File: config.mk
export PLATFORM = sky130hd
export DESIGN_NAME = graph_traversal_engine_top_flat
export DESIGN_NICKNAME = d
export VERILOG_FILES = /design/src/design/gte_pkg.sv /design/src/design/gte_if.sv /design/src/design/gte_ctrl.sv /design/src/design/gte_datapath.sv /design/src/design/graph_traversal_engine_top.sv /design/src/flat_wrapper.sv
export SDC_FILE = /design/constraint.sdc
export NUM_CORES = 1
export LEC_CHECK = 0
export BUFFER_PORTS_ARGS = -buffer_cell sky130_fd_sc_hd__buf_4
export CELL_PAD_IN_SITES_DETAIL_PLACEMENT = 0
export CELL_PAD_IN_SITES_GLOBAL_PLACEMENT = 1
export CORE_ASPECT_RATIO = 0.9
export CORE_MARGIN = 10
export CORE_UTILIZATION = 26
export CTS_CLUSTER_DIAMETER = 40
export DETAILED_ROUTE_END_ITERATION = 12
export PLACE_DENSITY = 0.55
export SETUP_SLACK_MARGIN = 0.02
export SYNTH_ARGS = -nofsm -noshare
export SYNTH_HDL_FRONTEND = slang
export SYNTH_SLANG_ARGS = --single-unit
File: constraint.sdc
create_clock -name clk_i -period 11.3 [get_ports clk_i]
set_input_delay 1.13 -clock clk_i [delete_from_list [all_inputs] [get_ports clk_i]]
set_output_delay 1.13 -clock clk_i [all_outputs]
set_load 0.01 [all_outputs]
File: src/design/gte_pkg.sv
`timescale 1ns / 1ps
`default_nettype none

package gte_pkg;

  // Field widths fixed by the item format
  localparam int VERTEX_W     = 4;
  localparam int KIND_W       = 2;
  // Highest vertex number the 4-bit fields can name, plus one
  localparam int FIELD_SPAN   = 16;
  localparam int DEF_VERTICES = 16;

  typedef enum logic [KIND_W-1:0] {
    KIND_CLEAR = 2'd0,
    KIND_ADD   = 2'd1,
    KIND_START = 2'd2
  } kind_e;

  typedef enum logic [2:0] {
    ST_IDLE,
    ST_DFS_STEP,
    ST_BFS_POP,
    ST_BFS_SCAN,
    ST_FLUSH_LAST
  } state_e;

  // Commands from the controller to the datapath
  typedef struct packed {
    logic clear_graph;
    logic add_edge;
    logic start_walk;
    logic dfs_push;
    logic dfs_pop;
    logic bfs_pop;
    logic bfs_enq;
    logic flush_last;
  } gte_cmd_t;

  // Status from the datapath to the controller
  typedef struct packed {
    logic walk_mode;
    logic from_ok;
    logic mask_any;
    logic emit_ok;
    logic out_free;
    logic stack_one;
    logic queue_empty;
  } gte_status_t;

endpackage : gte_pkg

`default_nettype wire

File: src/design/gte_if.sv
`timescale 1ns / 1ps
`default_nettype none

// Command channel: clear, add edge, start walk
interface gte_in_if;
  logic                         valid;
  logic                         ready;
  logic [gte_pkg::KIND_W-1:0]   kind;
  logic [gte_pkg::VERTEX_W-1:0] from_vertex;
  logic [gte_pkg::VERTEX_W-1:0] to_vertex;

  modport source (output valid, output kind, output from_vertex, output to_vertex,
                  input ready);
  modport sink   (input valid, input kind, input from_vertex, input to_vertex,
                  output ready);
endinterface : gte_in_if

// Result channel: one visited vertex per transaction
interface gte_out_if;
  logic                         valid;
  logic                         ready;
  logic [gte_pkg::VERTEX_W-1:0] vertex;
  logic                         last;

  modport source (output valid, output vertex, output last, input ready);
  modport sink   (input valid, input vertex, input last, output ready);
endinterface : gte_out_if

`default_nettype wire

File: src/design/gte_ctrl.sv
`timescale 1ns / 1ps
`default_nettype none

module gte_ctrl (
  input  wire logic                        clk_i,
  input  wire logic                        rst_ni,
  input  wire logic                        in_valid_i,
  input  wire logic [gte_pkg::KIND_W-1:0]  in_kind_i,
  output logic                             in_ready_o,
  input  wire gte_pkg::gte_status_t        status_i,
  output gte_pkg::gte_cmd_t                cmd_o
);
  import gte_pkg::*;

  state_e state_q, state_d;

  // State register
  always_ff @(posedge clk_i or negedge rst_ni) begin
    if (!rst_ni) begin
      state_q <= ST_IDLE;
    end else begin
      state_q <= state_d;
    end
  end

  // Next state and commands
  always_comb begin
    state_d    = state_q;
    cmd_o      = '0;
    in_ready_o = 1'b0;
    unique case (state_q)
      ST_IDLE: begin
        in_ready_o = 1'b1;
        if (in_valid_i) begin
          unique case (kind_e'(in_kind_i))
            KIND_CLEAR: cmd_o.clear_graph = 1'b1;
            KIND_ADD:   cmd_o.add_edge    = 1'b1;
            KIND_START: begin
              if (status_i.from_ok) begin
                cmd_o.start_walk = 1'b1;
                state_d = status_i.walk_mode ? ST_BFS_POP : ST_DFS_STEP;
              end
            end
            default: ;
          endcase
        end
      end
      ST_DFS_STEP: begin
        // Descend to the lowest unvisited neighbor, or backtrack
        if (status_i.mask_any) begin
          if (status_i.emit_ok) cmd_o.dfs_push = 1'b1;
        end else begin
          cmd_o.dfs_pop = 1'b1;
          if (status_i.stack_one) state_d = ST_FLUSH_LAST;
        end
      end
      ST_BFS_POP: begin
        if (status_i.queue_empty) begin
          state_d = ST_FLUSH_LAST;
        end else if (status_i.emit_ok) begin
          cmd_o.bfs_pop = 1'b1;
          state_d = ST_BFS_SCAN;
        end
      end
      ST_BFS_SCAN: begin
        // Enqueue one unvisited neighbor per cycle
        if (status_i.mask_any) begin
          cmd_o.bfs_enq = 1'b1;
        end else begin
          state_d = ST_BFS_POP;
        end
      end
      ST_FLUSH_LAST: begin
        if (status_i.out_free) begin
          cmd_o.flush_last = 1'b1;
          state_d = ST_IDLE;
        end
      end
      default: state_d = ST_IDLE;
    endcase
  end

endmodule : gte_ctrl

`default_nettype wire

File: src/design/gte_datapath.sv
`timescale 1ns / 1ps
`default_nettype none

module gte_datapath #(
  parameter int VERTICES = gte_pkg::DEF_VERTICES
) (
  input  wire logic                          clk_i,
  input  wire logic                          rst_ni,
  input  wire logic                          mode_we_i,
  input  wire logic                          mode_i,
  input  wire logic [gte_pkg::VERTEX_W-1:0]  from_vertex_i,
  input  wire logic [gte_pkg::VERTEX_W-1:0]  to_vertex_i,
  input  wire gte_pkg::gte_cmd_t             cmd_i,
  output gte_pkg::gte_status_t               status_o,
  output logic                               out_valid_o,
  input  wire logic                          out_ready_i,
  output logic [gte_pkg::VERTEX_W-1:0]       out_vertex_o,
  output logic                               out_last_o
);
  import gte_pkg::*;

  // Only vertices the 4-bit fields can name ever hold edges
  localparam int NV = (VERTICES < FIELD_SPAN) ? VERTICES : FIELD_SPAN;
  localparam int IW = $clog2(NV);
  localparam int PW = $clog2(NV + 1);
  localparam logic [VERTEX_W-1:0] VMAX = VERTEX_W'(NV - 1);

  logic [NV-1:0]       rows_q [NV];
  logic [NV-1:0]       visited_q;
  logic [VERTEX_W-1:0] store_q [NV];
  logic [PW-1:0]       wr_ptr_q, head_q;
  logic [VERTEX_W-1:0] cur_q, held_q;
  logic                held_valid_q;
  logic                mode_q;
  logic                out_valid_q, out_last_q;
  logic [VERTEX_W-1:0] out_vertex_q;

  logic                from_ok, to_ok, out_free;
  logic [PW-1:0]       rd_ptr;
  logic [VERTEX_W-1:0] rd_data, scan_v, next_v;
  logic [NV-1:0]       mask;

  assign from_ok = (from_vertex_i <= VMAX);
  assign to_ok   = (to_vertex_i <= VMAX);
  assign out_free = !out_valid_q || out_ready_i;

  // Depth-first reads the stack top, breadth-first reads the queue head
  assign rd_ptr  = mode_q ? head_q : (wr_ptr_q - PW'(1));
  assign rd_data = store_q[rd_ptr[IW-1:0]];
  assign scan_v  = mode_q ? cur_q : rd_data;
  assign mask    = rows_q[scan_v[IW-1:0]] & ~visited_q;

  // Pick the lowest unvisited neighbor
  always_comb begin
    next_v = '0;
    for (int i = NV - 1; i >= 0; i--) begin
      if (mask[i]) next_v = VERTEX_W'(i);
    end
  end

  always_comb begin
    status_o             = '0;
    status_o.walk_mode   = mode_q;
    status_o.from_ok     = from_ok;
    status_o.mask_any    = |mask;
    status_o.emit_ok     = !held_valid_q || out_free;
    status_o.out_free    = out_free;
    status_o.stack_one   = (wr_ptr_q == PW'(1));
    status_o.queue_empty = (head_q == wr_ptr_q);
  end

  // Mode register
  always_ff @(posedge clk_i or negedge rst_ni) begin
    if (!rst_ni) begin
      mode_q <= 1'b0;
    end else if (mode_we_i) begin
      mode_q <= mode_i;
    end
  end

  // Adjacency matrix and visited marks
  always_ff @(posedge clk_i or negedge rst_ni) begin
    if (!rst_ni) begin
      for (int r = 0; r < NV; r++) rows_q[r] <= '0;
      visited_q <= '0;
    end else begin
      if (cmd_i.clear_graph) begin
        for (int r = 0; r < NV; r++) rows_q[r] <= '0;
      end
      if (cmd_i.add_edge && from_ok && to_ok) begin
        rows_q[from_vertex_i[IW-1:0]][to_vertex_i[IW-1:0]] <= 1'b1;
      end
      if (cmd_i.start_walk) begin
        visited_q <= '0;
        visited_q[from_vertex_i[IW-1:0]] <= 1'b1;
      end
      if (cmd_i.dfs_push || cmd_i.bfs_enq) begin
        visited_q[next_v[IW-1:0]] <= 1'b1;
      end
    end
  end

  // Stack / queue storage
  always_ff @(posedge clk_i) begin
    if (cmd_i.start_walk) begin
      store_q[0] <= from_vertex_i;
    end else if (cmd_i.dfs_push || cmd_i.bfs_enq) begin
      store_q[wr_ptr_q[IW-1:0]] <= next_v;
    end
  end

  // Pointers and walk control
  always_ff @(posedge clk_i or negedge rst_ni) begin
    if (!rst_ni) begin
      wr_ptr_q     <= '0;
      head_q       <= '0;
      held_valid_q <= 1'b0;
      out_valid_q  <= 1'b0;
    end else begin
      if (out_ready_i) out_valid_q <= 1'b0;
      if (cmd_i.start_walk) begin
        wr_ptr_q     <= PW'(1);
        head_q       <= '0;
        held_valid_q <= !mode_q;
      end
      if (cmd_i.dfs_push || cmd_i.bfs_enq) wr_ptr_q <= wr_ptr_q + PW'(1);
      if (cmd_i.dfs_pop) wr_ptr_q <= wr_ptr_q - PW'(1);
      if (cmd_i.bfs_pop) head_q <= head_q + PW'(1);
      if (cmd_i.dfs_push || cmd_i.bfs_pop) begin
        held_valid_q <= 1'b1;
        if (held_valid_q) out_valid_q <= 1'b1;
      end
      if (cmd_i.flush_last) begin
        held_valid_q <= 1'b0;
        out_valid_q  <= 1'b1;
      end
    end
  end

  // Held vertex and output payload
  always_ff @(posedge clk_i) begin
    if (cmd_i.start_walk) held_q <= from_vertex_i;
    if (cmd_i.dfs_push) held_q <= next_v;
    if (cmd_i.bfs_pop) begin
      held_q <= rd_data;
      cur_q  <= rd_data;
    end
    if ((cmd_i.dfs_push || cmd_i.bfs_pop) && held_valid_q) begin
      out_vertex_q <= held_q;
      out_last_q   <= 1'b0;
    end
    if (cmd_i.flush_last) begin
      out_vertex_q <= held_q;
      out_last_q   <= 1'b1;
    end
  end

  assign out_valid_o  = out_valid_q;
  assign out_vertex_o = out_vertex_q;
  assign out_last_o   = out_last_q;

endmodule : gte_datapath

`default_nettype wire

File: src/design/graph_traversal_engine_top.sv
`timescale 1ns / 1ps
`default_nettype none

// Channel    Dir  Handshake      Payload
// in_i       in   valid/ready    kind, from_vertex, to_vertex
// out_o      out  valid/ready    vertex, last
// walk_mode  in   write enable   walk_mode_i (0 depth-first, 1 breadth-first)
//
// Clear and add-edge are done as they are accepted. A depth-first walk steps
// through the accept, a descent per new vertex, a backtrack per vertex and
// the flush; a breadth-first walk through the accept, a dequeue per vertex,
// an enqueue per neighbor, a row scan end, the empty-queue check and flush.
// Reset clears the matrix, marks and mode at once. A stalled result holds
// the walk where it next emits a vertex; a new command is taken only once the walk is finished.

module graph_traversal_engine_top #(
  parameter int VERTICES = gte_pkg::DEF_VERTICES
) (
  input  wire logic clk_i,
  input  wire logic rst_ni,
  gte_in_if.sink    in_i,
  gte_out_if.source out_o,
  input  wire logic walk_mode_we_i,
  input  wire logic walk_mode_i
);
  import gte_pkg::*;

  gte_cmd_t    cmd;
  gte_status_t status;

  gte_ctrl u_ctrl (
    .clk_i      (clk_i),
    .rst_ni     (rst_ni),
    .in_valid_i (in_i.valid),
    .in_kind_i  (in_i.kind),
    .in_ready_o (in_i.ready),
    .status_i   (status),
    .cmd_o      (cmd)
  );

  gte_datapath #(
    .VERTICES (VERTICES)
  ) u_datapath (
    .clk_i         (clk_i),
    .rst_ni        (rst_ni),
    .mode_we_i     (walk_mode_we_i),
    .mode_i        (walk_mode_i),
    .from_vertex_i (in_i.from_vertex),
    .to_vertex_i   (in_i.to_vertex),
    .cmd_i         (cmd),
    .status_o      (status),
    .out_valid_o   (out_o.valid),
    .out_ready_i   (out_o.ready),
    .out_vertex_o  (out_o.vertex),
    .out_last_o    (out_o.last)
  );

endmodule : graph_traversal_engine_top

`default_nettype wire

File: src/flat_wrapper.sv
// flat-port wrapper written by rule: the top's interface ports become plain ports
module graph_traversal_engine_top_flat import gte_pkg::*;
#(
  parameter int VERTICES = gte_pkg::DEF_VERTICES
)
  (clk_i, rst_ni, walk_mode_we_i, walk_mode_i, in_i_valid, in_i_kind, in_i_from_vertex, in_i_to_vertex, in_i_ready, out_o_valid, out_o_vertex, out_o_last, out_o_ready);
  gte_in_if in_i_i ();
  gte_out_if out_o_i ();
  input  wire logic clk_i;
  input  wire logic rst_ni;
  input  wire logic walk_mode_we_i;
  input  wire logic walk_mode_i;
  input wire logic [$bits(in_i_i.valid)-1:0] in_i_valid;
  input wire logic [$bits(in_i_i.kind)-1:0] in_i_kind;
  input wire logic [$bits(in_i_i.from_vertex)-1:0] in_i_from_vertex;
  input wire logic [$bits(in_i_i.to_vertex)-1:0] in_i_to_vertex;
  output wire logic [$bits(in_i_i.ready)-1:0] in_i_ready;
  output wire logic [$bits(out_o_i.valid)-1:0] out_o_valid;
  output wire logic [$bits(out_o_i.vertex)-1:0] out_o_vertex;
  output wire logic [$bits(out_o_i.last)-1:0] out_o_last;
  input wire logic [$bits(out_o_i.ready)-1:0] out_o_ready;
  assign in_i_i.valid = in_i_valid;
  assign in_i_i.kind = in_i_kind;
  assign in_i_i.from_vertex = in_i_from_vertex;
  assign in_i_i.to_vertex = in_i_to_vertex;
  assign in_i_ready = in_i_i.ready;
  assign out_o_valid = out_o_i.valid;
  assign out_o_vertex = out_o_i.vertex;
  assign out_o_last = out_o_i.last;
  assign out_o_i.ready = out_o_ready;
  graph_traversal_engine_top #(.VERTICES(VERTICES)) u_core (.clk_i(clk_i), .rst_ni(rst_ni), .in_i(in_i_i), .out_o(out_o_i), .walk_mode_we_i(walk_mode_we_i), .walk_mode_i(walk_mode_i));
endmodule
# Word level (Yosys, flattened, before mapping)
# Memory sizes are Yosys's and may differ from the RTL's.
# Cells that the tools add are included.
# Widths: inputs -> output; s select.
[word_totals]
ff_bits = 301
mem_bits_rw = 64
inputBits = 16
out_inout_bits = 7
word_cells = 174
mem_count = 1
[classes]
add_sub_neg = 3
n_lt_le_gt_ge = 11
eq_ne = 16
muxes = 86
bitwise_logic = 6
n_reduce_logical = 24
[mem_list]
columns = ["name", "depth", "width", "read_ports", "rd_clocked_by_memory_dff", "wr", "line_no", "rtl"]
rows = [
  ["u_core.u_datapath.store_q", 16, 4, 1, 0, 1, "gte_datapath.sv:30", "logic [VERTEX_W-1:0] store_q [NV];"],
]
[op_table]
columns = ["op", "count"]
rows = [
  ["$mux 256", 2],
  ["$or 256x256->256", 1],
  ["$mux 4", 25],
  ["$mux 16", 5],
  ["$bmux 16 s4", 1],
  ["$demux 16 s4", 1],
  ["$mux 3", 11],
  ["$mux 1", 30],
  ["$mux 5", 5],
  ["$and 16x16->16", 1],
  ["$not 16->16", 1],
  ["$or 16x16->16", 1],
  ["$reduce_or 16->1", 1],
  ["$lt 4x5->1 const B", 3],
  ["$pmux 3 s5", 1],
  ["$demux 1 s4", 3],
  ["$ge 4x1->1 const B", 3],
  ["$add 5x1->5 const B", 2],
  ["$ge 5x5->1 const B", 2],
  ["$ne 2x2->1 const B", 5],
  ["$not 4->5", 2],
  ["$reduce_bool 3->1", 3],
  ["$le 4x4->1 const B", 2],
  ["$reduce_and 8->1", 1],
  ["19 further kinds", 34],
]

# Depth between registers and ports, before layout
# Gate-level depths: netlist of run 1.
# An unclocked memory read counts as a cell.
[logic_depth]
depth_word = 31
depth_mapped = 24
ltp_nobuf = 16

# Cells and area by module
# From an unflattened synthesis of run 1, not the netlist that was laid out.
[hier_totals]
cells_unflattened = 1942
hier_area_um2 = 18316.3
[by_module_without_submodules]
columns = ["module", "instances", "cells_each", "area_per_inst_um2"]
rows = [
  ["gte_datapath", 1, 1908, 18039.8],
  ["gte_ctrl", 1, 34, 276.5],
]

# Worst setup path after synthesis of run 1
# Ideal clock, no wire load.
[synth_timing]
path_kind = "register -> register"
startpoint = "register u_core.u_datapath.wr_ptr_q[1]"
endpoint = "memory u_core.u_datapath.store_q[0][2], data pin"
setup_ns = 0.330
t_arrival_ns = 5.100
required_ns = 10.970
path_slack_ns = 5.869
path_stages_with_launch = 20
n_path_buf = 4
synth_period_minus_slack_ns = 5.431
path_cell_list = "dfrtp_1 -> clkbuf_1 -> inv_1 -> ha_1 -> nor2b_1 -> buf_2 -> a22o_1 -> a22oi_1 -> a21oi_1 -> and4_4 -> nor2_4 -> buf_6 -> buf_6 -> mux2_4 -> a2111oi_0 -> o32ai_1 -> nor4b_4 -> nor2b_1 -> o21ai_0 -> o21ai_0"
[synth_via]
elab_chain_len = 26
word_cells_on_any_way = 36
[synth_rtl]
columns = ["item", "line_no", "rtl"]
rows = [
  ["from (decl)", "gte_datapath.sv:31", "logic [PW-1:0] wr_ptr_q, head_q;"],
  ["from (signal assigned)", "gte_datapath.sv:126", "if (cmd_i.dfs_push || cmd_i.bfs_enq) wr_ptr_q <= wr_ptr_q + PW'(1);"],
  ["from (signal assigned)", "gte_datapath.sv:127", "if (cmd_i.dfs_pop) wr_ptr_q <= wr_ptr_q - PW'(1);"],
  ["$sub 5x1->5 (*)", "n/a", ""],
  ["$mux 4 (*)", "gte_datapath.sv:48", "assign rd_ptr = mode_q ? head_q : (wr_ptr_q - PW'(1));"],
  ["$mem_v2 16x4 (*)", "n/a", ""],
  ["$mux 4 (*)", "gte_datapath.sv:50", "assign scan_v = mode_q ? cur_q : rd_data;"],
  ["$not 4->5 (not written as such) (*)", "gte_datapath.sv:51", "assign mask = rows_q[scan_v[IW-1:0]] & ~visited_q;"],
  ["$bmux 16 s4 (*)", "gte_datapath.sv:51", ""],
  ["$mux 16 (not written as such) (*) (2 in series)", "gte_datapath.sv:51", ""],
  ["$and 16x16->16 (*)", "gte_datapath.sv:51", ""],
  ["$mux 4 (16 in series)", "gte_datapath.sv:57", "if (mask[i]) next_v = VERTEX_W'(i);"],
  ["$mux 4 (no line) (*)", "n/a", ""],
  ["to (decl)", "gte_datapath.sv:30", ""],
]
# Mark *: on every way between the ends. The rest lies on a longest branch, timed or not. The select of a mux whose other input is x is not followed.

# Worst setup path after layout of run 1
[layout_timing]
startpoint = "register u_core.u_datapath.wr_ptr_q[0]"
endpoint = "memory u_core.u_datapath.store_q[10][2], data pin"
# Same word-level chain as after synthesis.

==> results of run 1 <==
registers in the layout, summed over array words and instances, names as in the netlist, 3 cells and up:
| signal | flops |
|---|---|
| u_core.u_ctrl.state_q | 3 |
| u_core.u_datapath.cur_q | 4 |
| u_core.u_datapath.head_q | 5 |
| u_core.u_datapath.held_q | 4 |
| u_core.u_datapath.out_vertex_o | 4 |
| u_core.u_datapath.rows_q | 256 |
| u_core.u_datapath.store_q | 64 |
| u_core.u_datapath.visited_q | 16 |
| u_core.u_datapath.wr_ptr_q | 5 |
final cells by class:
type                            instances  area [um2]
Sequential cell                       365        9509
Clock inverter                         43       529.3
Clock buffer                           94        2091
Inverter                               14       55.05
Timing Repair Buffer                   71       553.0
Multi-Input combinational cell       1186        8094
Fill cell                            7093       47860
Tap cell                              940        1176
stage by stage:
| step | util (%) | power [mW] |
|---|---|---|
| 2_1_floorplan | - | 3.934 |
| 3_3_place_gp | 27.75 | 5.031 |
| 3_5_place_dp | 27.75 | 5.045 |
| 4_1_cts | 31.50 | 7.359 |
| 5_1_grt | 31.50 | 7.693 |
| 6_report | 31.50 | 7.347 |
power groups by stage:
stage	clock, mW	combinational [mW]	sequential [mW]
4_1_cts	2.33	3.21	1.82
5_1_grt	2.39	3.47	1.83
3_3_place_gp	0	3.19	1.84
2_1_floorplan	0	2.17	1.76
3_5_place_dp	0	3.20	1.84
6_report	2.28	3.25	1.82
cells by family after synthesis:
group           after synthesis  synth area share (%)
xor+xnor                      8                0.3834
fa+ha+maj                     4                0.2739
compound gates              611                 25.52
mux                          56                 3.841
simple gates                507                 13.73
buf+inv                     158                 4.211
flops                       365                 52.03
per-layer routing:
metal,part of all wire [%],vias up,routed length (um)
met3,6.9,109,4641
li1,-,6525,-
met5,0,-,0
met4,2.6,0,1741
met1,48,7654,32200
met2,43,513,28950
layout by cell type, fill, tap and decap left out, types with 9 or more instances in the layout:
cell type  Yosys  layout
dfrtp_1      288     288
a22o_1       201     201
nand2_1      189     189
o21ai_0      139     136
clkbuf_16      0      77
edfxtp_1      76      76
buf_4          5      69
nor2_1        70      68
nand3_1       66      66
nand2b_1      47      46
a21oi_1       46      46
mux2i_1       33      33
a211oi_1      30      30
and3_1        26      26
nor3_1        32      23
a22oi_1       19      19
a21boi_0      14      14
inv_1         12      12
nor2b_1       12      12
a31oi_1       12      12
mux2_2        12      12
nor3_2         3      10
nand4_1       10      10
o221ai_1      10      10
a2111oi_0     10      10
clkbuf_8       0      10
o211ai_1       9       9
worst max path at each step:
stage / slack [ps] / endpoint / cells past startpoint / start
2_1_floorplan: 5870 / u_core.u_datapath.store_q[0][2]$_DFFE_PP_ / 19 / u_core.u_datapath.wr_ptr_q[1]$_DFFE_PN0P_
3_3_place_gp: 3330 / u_core.u_datapath.store_q[12][2]$_DFFE_PP_ / 18 / u_core.u_datapath.wr_ptr_q[0]$_DFFE_PN0P_
3_5_place_dp: 3150 / u_core.u_datapath.store_q[10][0]$_DFFE_PP_ / 18 / u_core.u_datapath.wr_ptr_q[0]$_DFFE_PN0P_
4_1_cts: 3180 / u_core.u_datapath.store_q[4][2]$_DFFE_PP_ / 18 / u_core.u_datapath.wr_ptr_q[0]$_DFFE_PN0P_
5_1_grt: 2600 / u_core.u_datapath.store_q[10][0]$_DFFE_PP_ / 18 / u_core.u_datapath.wr_ptr_q[0]$_DFFE_PN0P_
6_report: 3100 / u_core.u_datapath.store_q[10][2]$_DFFE_PP_ / 18 / u_core.u_datapath.wr_ptr_q[0]$_DFFE_PN0P_
==> impl_metrics.yaml, run 1 <==
sta:
  finalSetupViolations: 0
  fin_ws_ps: 3097
  finalHoldViolations: 0
  rsz0062_at_grt: "false"
  drv_slew: 0
  setup_tns_ps: 0
  skew_ps: 43.04
  fmax_mhz: 121.9
  worst_pin_slew_ps: 1288
  holdWs_ps: 418.8
  relSlewSlack_pct: 13.67
  post-route-period-util_pct: 72.60
  fin_crit_ps: 8203
detailed_routing:
  postRouteAntennaNets: 0
  routed_wl_mm: 67.54
  remaining_drc_errors: 0
  dr.pass1.iters: 5
  vias: 14800
  viasPerCell: 5.456
  drtIter0Drc: 1526
  wl_per_cell_um: 24.89
power_and_ir_drop:
  p_comb_share_pct: 44.2
  p_sw_mw: 3.234
  clockPowerShare_pct: 31.0
  leakage_nw: 9.064
  p_int_mw: 4.113
  p_sw_share_pct: 44.02
  seqPwrFrac_pct: 24.8
  peakVddDrop_uv: 164.6
  power_density_nw_per_um2: 333.9
die:
  dieHeight_um: 271.5
  dieArea_um2: 81310
  pin_count: 23
  core.rowCount: 92
  core_area_um2: 69870
  start_util_pct: 26.16
  die_x_um: 299.5
cts:
  cts-root-buf: "clkbuf_16"
  clk_pin_slew_ps: 60
  clockBufferDepth: 3
  clk_latency_ps: 630
  cts_max_level: 3
  post_cts.repair.setup_buffers: 0
  cts_num_sinks: 365
  hold_buffers: 0
  cts_tree: "done"
  cts_buffers: 74
  post_cts_resized: 0
synthesis:
  syn_nets: 1729
  postSynthAreaPerCell_um2: 10.69
  netlist_area_um2: 18280
  ys_ff_latch: 365
  yosys.area.top_type_share_pct: 39.44
  ys_types: 107
  synth_area_leaders: "dfrtp_1, edfxtp_1, a22o_1, nand2_1, o21ai_0"
  synthCells: 1709
  synth_edf_count: 76
  synth_commonest_cells: "dfrtp_1, a22o_1, nand2_1"
  ys_warn_count: 0
  yosysSeqAreaShare_pct: 52.03
  synthFlopType: "dfrtp_1"
  async_flop_share_pct: 78.90
  synth_top_area_cell: "dfrtp_1"
  yosysMostFrequentCell: "dfrtp_1"
place:
  place_area_um2: 19390
  place_hpwl_mm: 43.40
  gp_congestion: 0.8611
  port_buffers: 22
  pre_cts_ws_ps: 3146
  numPlacedInstances: 2576
hold_path:
  min_delay_path_depth: 0
  hold_path.class: "flop to flop"
  hp-start: "u_core.u_datapath.held_q[3]$_DFFE_PP_"
  worstHoldEndpoint: "u_core.u_datapath.out_vertex_o[3]$_DFFE_PP_"
status:
  outcome: "finished, final reports clean"
flow_run:
  cap_violations: 0
worst_setup_path:
  crit_buf_inv: 3
  cp.arrival_ps: 8480
  ff2ff_setup_slack_ps: 3100
  worstSetupStartpointType: "flop"
  critPathSlowestCell: "nor2b_1"
  crit_type: "flop to flop"
  r2r_cells: 18
  cp_slowest_stage_delay_ps: 900
  rr_endpoint: "u_core.u_datapath.store_q[10][2]$_DFFE_PP_"
  worst-endpoint-required_ps: 11580
  cp_top_family: "compound AO/OA/AOI/OAI gates"
  crit_path_cell_trace: "buf_4 > inv_1 > ha_1 > nor2b_1 > a22oi_1 > o21ai_0 > a22oi_2 > o21ai_4 > nor2_4 > buf_4 > nor2_1 > a2111oi_0 > a22o_1 > a2111oi_2 > nand2_2 > o21ai_4 > nand2_1 > o21ai_1"
  reg2reg_from: "u_core.u_datapath.wr_ptr_q[0]$_DFFE_PN0P_"
  crit_path_end_kind: "flop"
  crit_fanout: 46
global_routing:
  grtUsageMet3_pct: 4.328
  grt-busiest-layer: "met1"
  grt_max_degree: 150
  antenna_found_initial: 1
  grt_pass1_wl_mm: 100.9
  globalRouteMet1Util_pct: 23.49
  grt_use_total_pct: 16.28
  use_met2_pct: 23.37
  first_global_vias: 14590
  overflow: 0
layout:
  stdcell_area_um2: 22010
  fin_cells: 2713
  drive_above_1_share_pct: 16.53
  diodes: 0
  fin_nets: 1732
  area_delta_synth_final_pct: 20.42
(Power assumes the default switching activity.)
==> run 2: changes to the inputs <==
Settings changed: ABC_AREA set to 1, PLACE_DENSITY 0.55 to 0.57.
Clock period 11.3 ns to 8.6 ns, I/O delays scaled along.
==> run 2 against run 1 <==
  * Hold slack worse by 110 ps
  * Area after synthesis down 6.6%
  * Sequential power up 17%
  * Utilization down 0.99 points
  * Critical endpoint is now u_core.u_datapath.store_q[5][3]$_DFFE_PP_
  * Highest routed layer is now met5
==> impl_metrics.yaml, run 2 <==
status:
  outcome: "finished, final reports clean"
layout:
  largest_reg_flops: 256
  n_fill_cell: 6992
  stdcell_area_um2: 19910
  multi_input_area_um2: 6680
  area_delta_synth_final_pct: 16.61
  register_area_um2: 9509
  top_register: "u_core.u_datapath.rows_q"
  drive_above_1_share_pct: 9.654
  fin_nets: 2024
  final_common_cell: "nand2_1"
  top_regs: "u_core.u_datapath.rows_q x256, u_core.u_datapath.store_q x64, u_core.u_datapath.visited_q x16"
  diodes: 0
  fin_cells: 2915
  layout_common_cells: "nand2_1, nand3_1, dfrtp_1"
sta:
  relSlewSlack_pct: 11.66
  skew_ps: 38.40
  drv_slew: 0
  setup_tns_ps: 0
  post-route-period-util_pct: 79.85
  fmax_mhz: 145.6
  finalSetupViolations: 0
  finalHoldViolations: 0
  worst_pin_slew_ps: 1322
  fin_crit_ps: 6867
  rsz0062_at_grt: "false"
synthesis:
  yosysMostFrequentCell: "nand2_1"
  async_flop_share_pct: 78.90
  synthFlopType: "dfrtp_1"
  synth_commonest_cells: "nand2_1, nand3_1, dfrtp_1"
  netlist_area_um2: 17070
  ys_warn_count: 0
  synth_area_leaders: "dfrtp_1, nand2_1, edfxtp_1, nand3_1, o21ai_0"
  yosysSeqAreaShare_pct: 55.69
  yosys.area.top_type_share_pct: 42.21
  synth_top_area_cell: "dfrtp_1"
  synth_edf_count: 76
  synthCells: 2025
  postSynthAreaPerCell_um2: 8.432
  ys_ff_latch: 365
  syn_nets: 2045
  ys_types: 46
cts:
  cts_max_level: 2
  cts-root-buf: "clkbuf_16"
  hold_buffers: 0
  clk_pin_slew_ps: 60
  cts_buffers: 56
  post_cts_resized: 0
  cts_tree: "done"
  clockBufferDepth: 3
  post_cts.repair.setup_buffers: 0
  clk_latency_ps: 620
  cts_num_sinks: 365
detailed_routing:
  viasPerCell: 4.891
  postRouteAntennaNets: 0
  vias: 14260
  wl_per_cell_um: 19.99
  remaining_drc_errors: 0
  dr.pass1.iters: 5
  drtIter0Drc: 1357
  routed_wl_mm: 58.27
power_and_ir_drop:
  power_density_nw_per_um2: 387.1
  peakVddDrop_uv: 178.5
  clockPowerShare_pct: 31.3
  power.total_mw: 7.707
  p_int_mw: 4.337
  p_comb_share_pct: 41.1
  seqPwrFrac_pct: 27.6
  leakage_nw: 8.210
  p_sw_mw: 3.370
  p_sw_share_pct: 43.73
place:
  numPlacedInstances: 2810
  place_area_um2: 17910
  gp_congestion: 0.8266
  port_buffers: 22
  place_hpwl_mm: 33.55
worst_setup_path:
  ff2ff_setup_slack_ps: 1730
  crit_path_end_kind: "flop"
  cp.arrival_ps: 7090
  reg2reg_from: "u_core.u_datapath.wr_ptr_q[0]$_DFFE_PN0P_"
  crit_type: "flop to flop"
  worst-endpoint-required_ps: 8820
  rr_endpoint: "u_core.u_datapath.store_q[5][3]$_DFFE_PP_"
  crit_fanout: 27
  worstSetupStartpointType: "flop"
  r2r_cells: 24
global_routing:
  antenna_found_initial: 4
  grt_max_degree: 165
  first_global_vias: 14110
  grt_pass1_wl_mm: 90.02
  overflow: 0
  grt_use_total_pct: 14.94
hold_path:
  hold_path.class: "input port to async pin"
die:
  pin_count: 23
  die_x_um: 290.1
  start_util_pct: 26.16
  dieHeight_um: 263.1
  dieArea_um2: 76330
  core.rowCount: 89
  core_area_um2: 65260
flow_run:
  cap_violations: 0
## run 2: changes by cell type after synthesis, moves of 18 or more
cell	previous run	this run
a211oi_1	30	1
a21oi_1	46	8
a22o_1	201	0
a22oi_1	19	1
and3_1	26	1
clkbuf_1	100	67
inv_1	12	56
mux2i_1	33	0
nand2_1	189	696
nand2b_1	47	0
nand3_1	66	322
nor3_1	32	7
o21ai_0	139	284
## run 2: worst max-delay path by stage
stage	slack [ps]	from	to
2_1_floorplan	4350	u_core.u_datapath.wr_ptr_q[0]$_DFFE_PN0P_	u_core.u_datapath.store_q[0][3]$_DFFE_PP_
3_3_place_gp	1790	u_core.u_datapath.wr_ptr_q[0]$_DFFE_PN0P_	u_core.u_datapath.store_q[13][2]$_DFFE_PP_
3_5_place_dp	1720	u_core.u_datapath.wr_ptr_q[0]$_DFFE_PN0P_	u_core.u_datapath.store_q[6][3]$_DFFE_PP_
4_1_cts	1710	u_core.u_datapath.wr_ptr_q[0]$_DFFE_PN0P_	u_core.u_datapath.store_q[11][3]$_DFFE_PP_
5_1_grt	1230	u_core.u_datapath.wr_ptr_q[0]$_DFFE_PN0P_	u_core.u_datapath.store_q[4][2]$_DFFE_PP_
6_report	1730	u_core.u_datapath.wr_ptr_q[0]$_DFFE_PN0P_	u_core.u_datapath.store_q[5][3]$_DFFE_PP_
## run 2: critical path: stages (launching register included)
cell and delay, ps:
dfrtp_1 560, inv_2 130, ha_1 380, o21ai_4 470, inv_2 270, nand3_1 150, nand3_1 80, nand3_1 150
nand2_2 160, o21ai_4 810, buf_4 500, nand3_1 120, nand3_1 100, nand3_1 110, nand3b_1 250, nand2_1 160
nor2_2 200, inv_2 70, nor3_4 180, nand2_2 90, nand2_2 100, nor2_4 60, nor2_8 230, inv_4 110
o21ai_1 960
## run 2: layout make-up
type,count,share of cell area [%]
Clock inverter,38,2.344
Sequential cell,365,47.76
Inverter,74,1.445
Clock buffer,67,7.705
Multi-Input combinational cell,1463,33.55
Timing Repair Buffer,44,1.760
Tap cell,864,5.430
## run 2: cells by family after synthesis
logic type / after synthesis / synth area share (%)
DFF: 365 / 55.69
xor gates and xnor gates: 3 / 0.1539
adders and majority gates: 4 / 0.2931
and+or+nand+nor: 1124 / 28.24
buffers and inverters: 197 / 5.350
AOI/OAI and AO/OA: 332 / 10.27
## run 2: routing by layer
metal	share of wire (%)	vias to the layer above	GRT usage (%)	wire length [um]
li1	-	6735	-	-
met4	2.7	2	4.914	1566
met3	6.0	107	2.711	3508
met2	45	396	23.13	26040
met1	47	7016	20.72	27140
met5	0.022	-	0	13
## run 2: power groups by stage
stage	sequential, mW	clock [mW]	combinational [mW]
5_1_grt	2.15	2.54	3.49
6_report	2.13	2.41	3.17
3_3_place_gp	2.16	0	3.20
2_1_floorplan	2.11	0	2.19
4_1_cts	2.13	2.46	3.21
3_5_place_dp	2.16	0	3.19
## run 2: stage by stage
step	hold slack [ps]	utilization, %	worst slack, ps
after floorplan	400.3	-	4348
after global placement	404.4	27.44	1785
after detailed placement	405.7	27.44	1716
after CTS	389.7	30.51	1708
after global routing	426.5	30.51	1230
final	312.7	30.51	1733
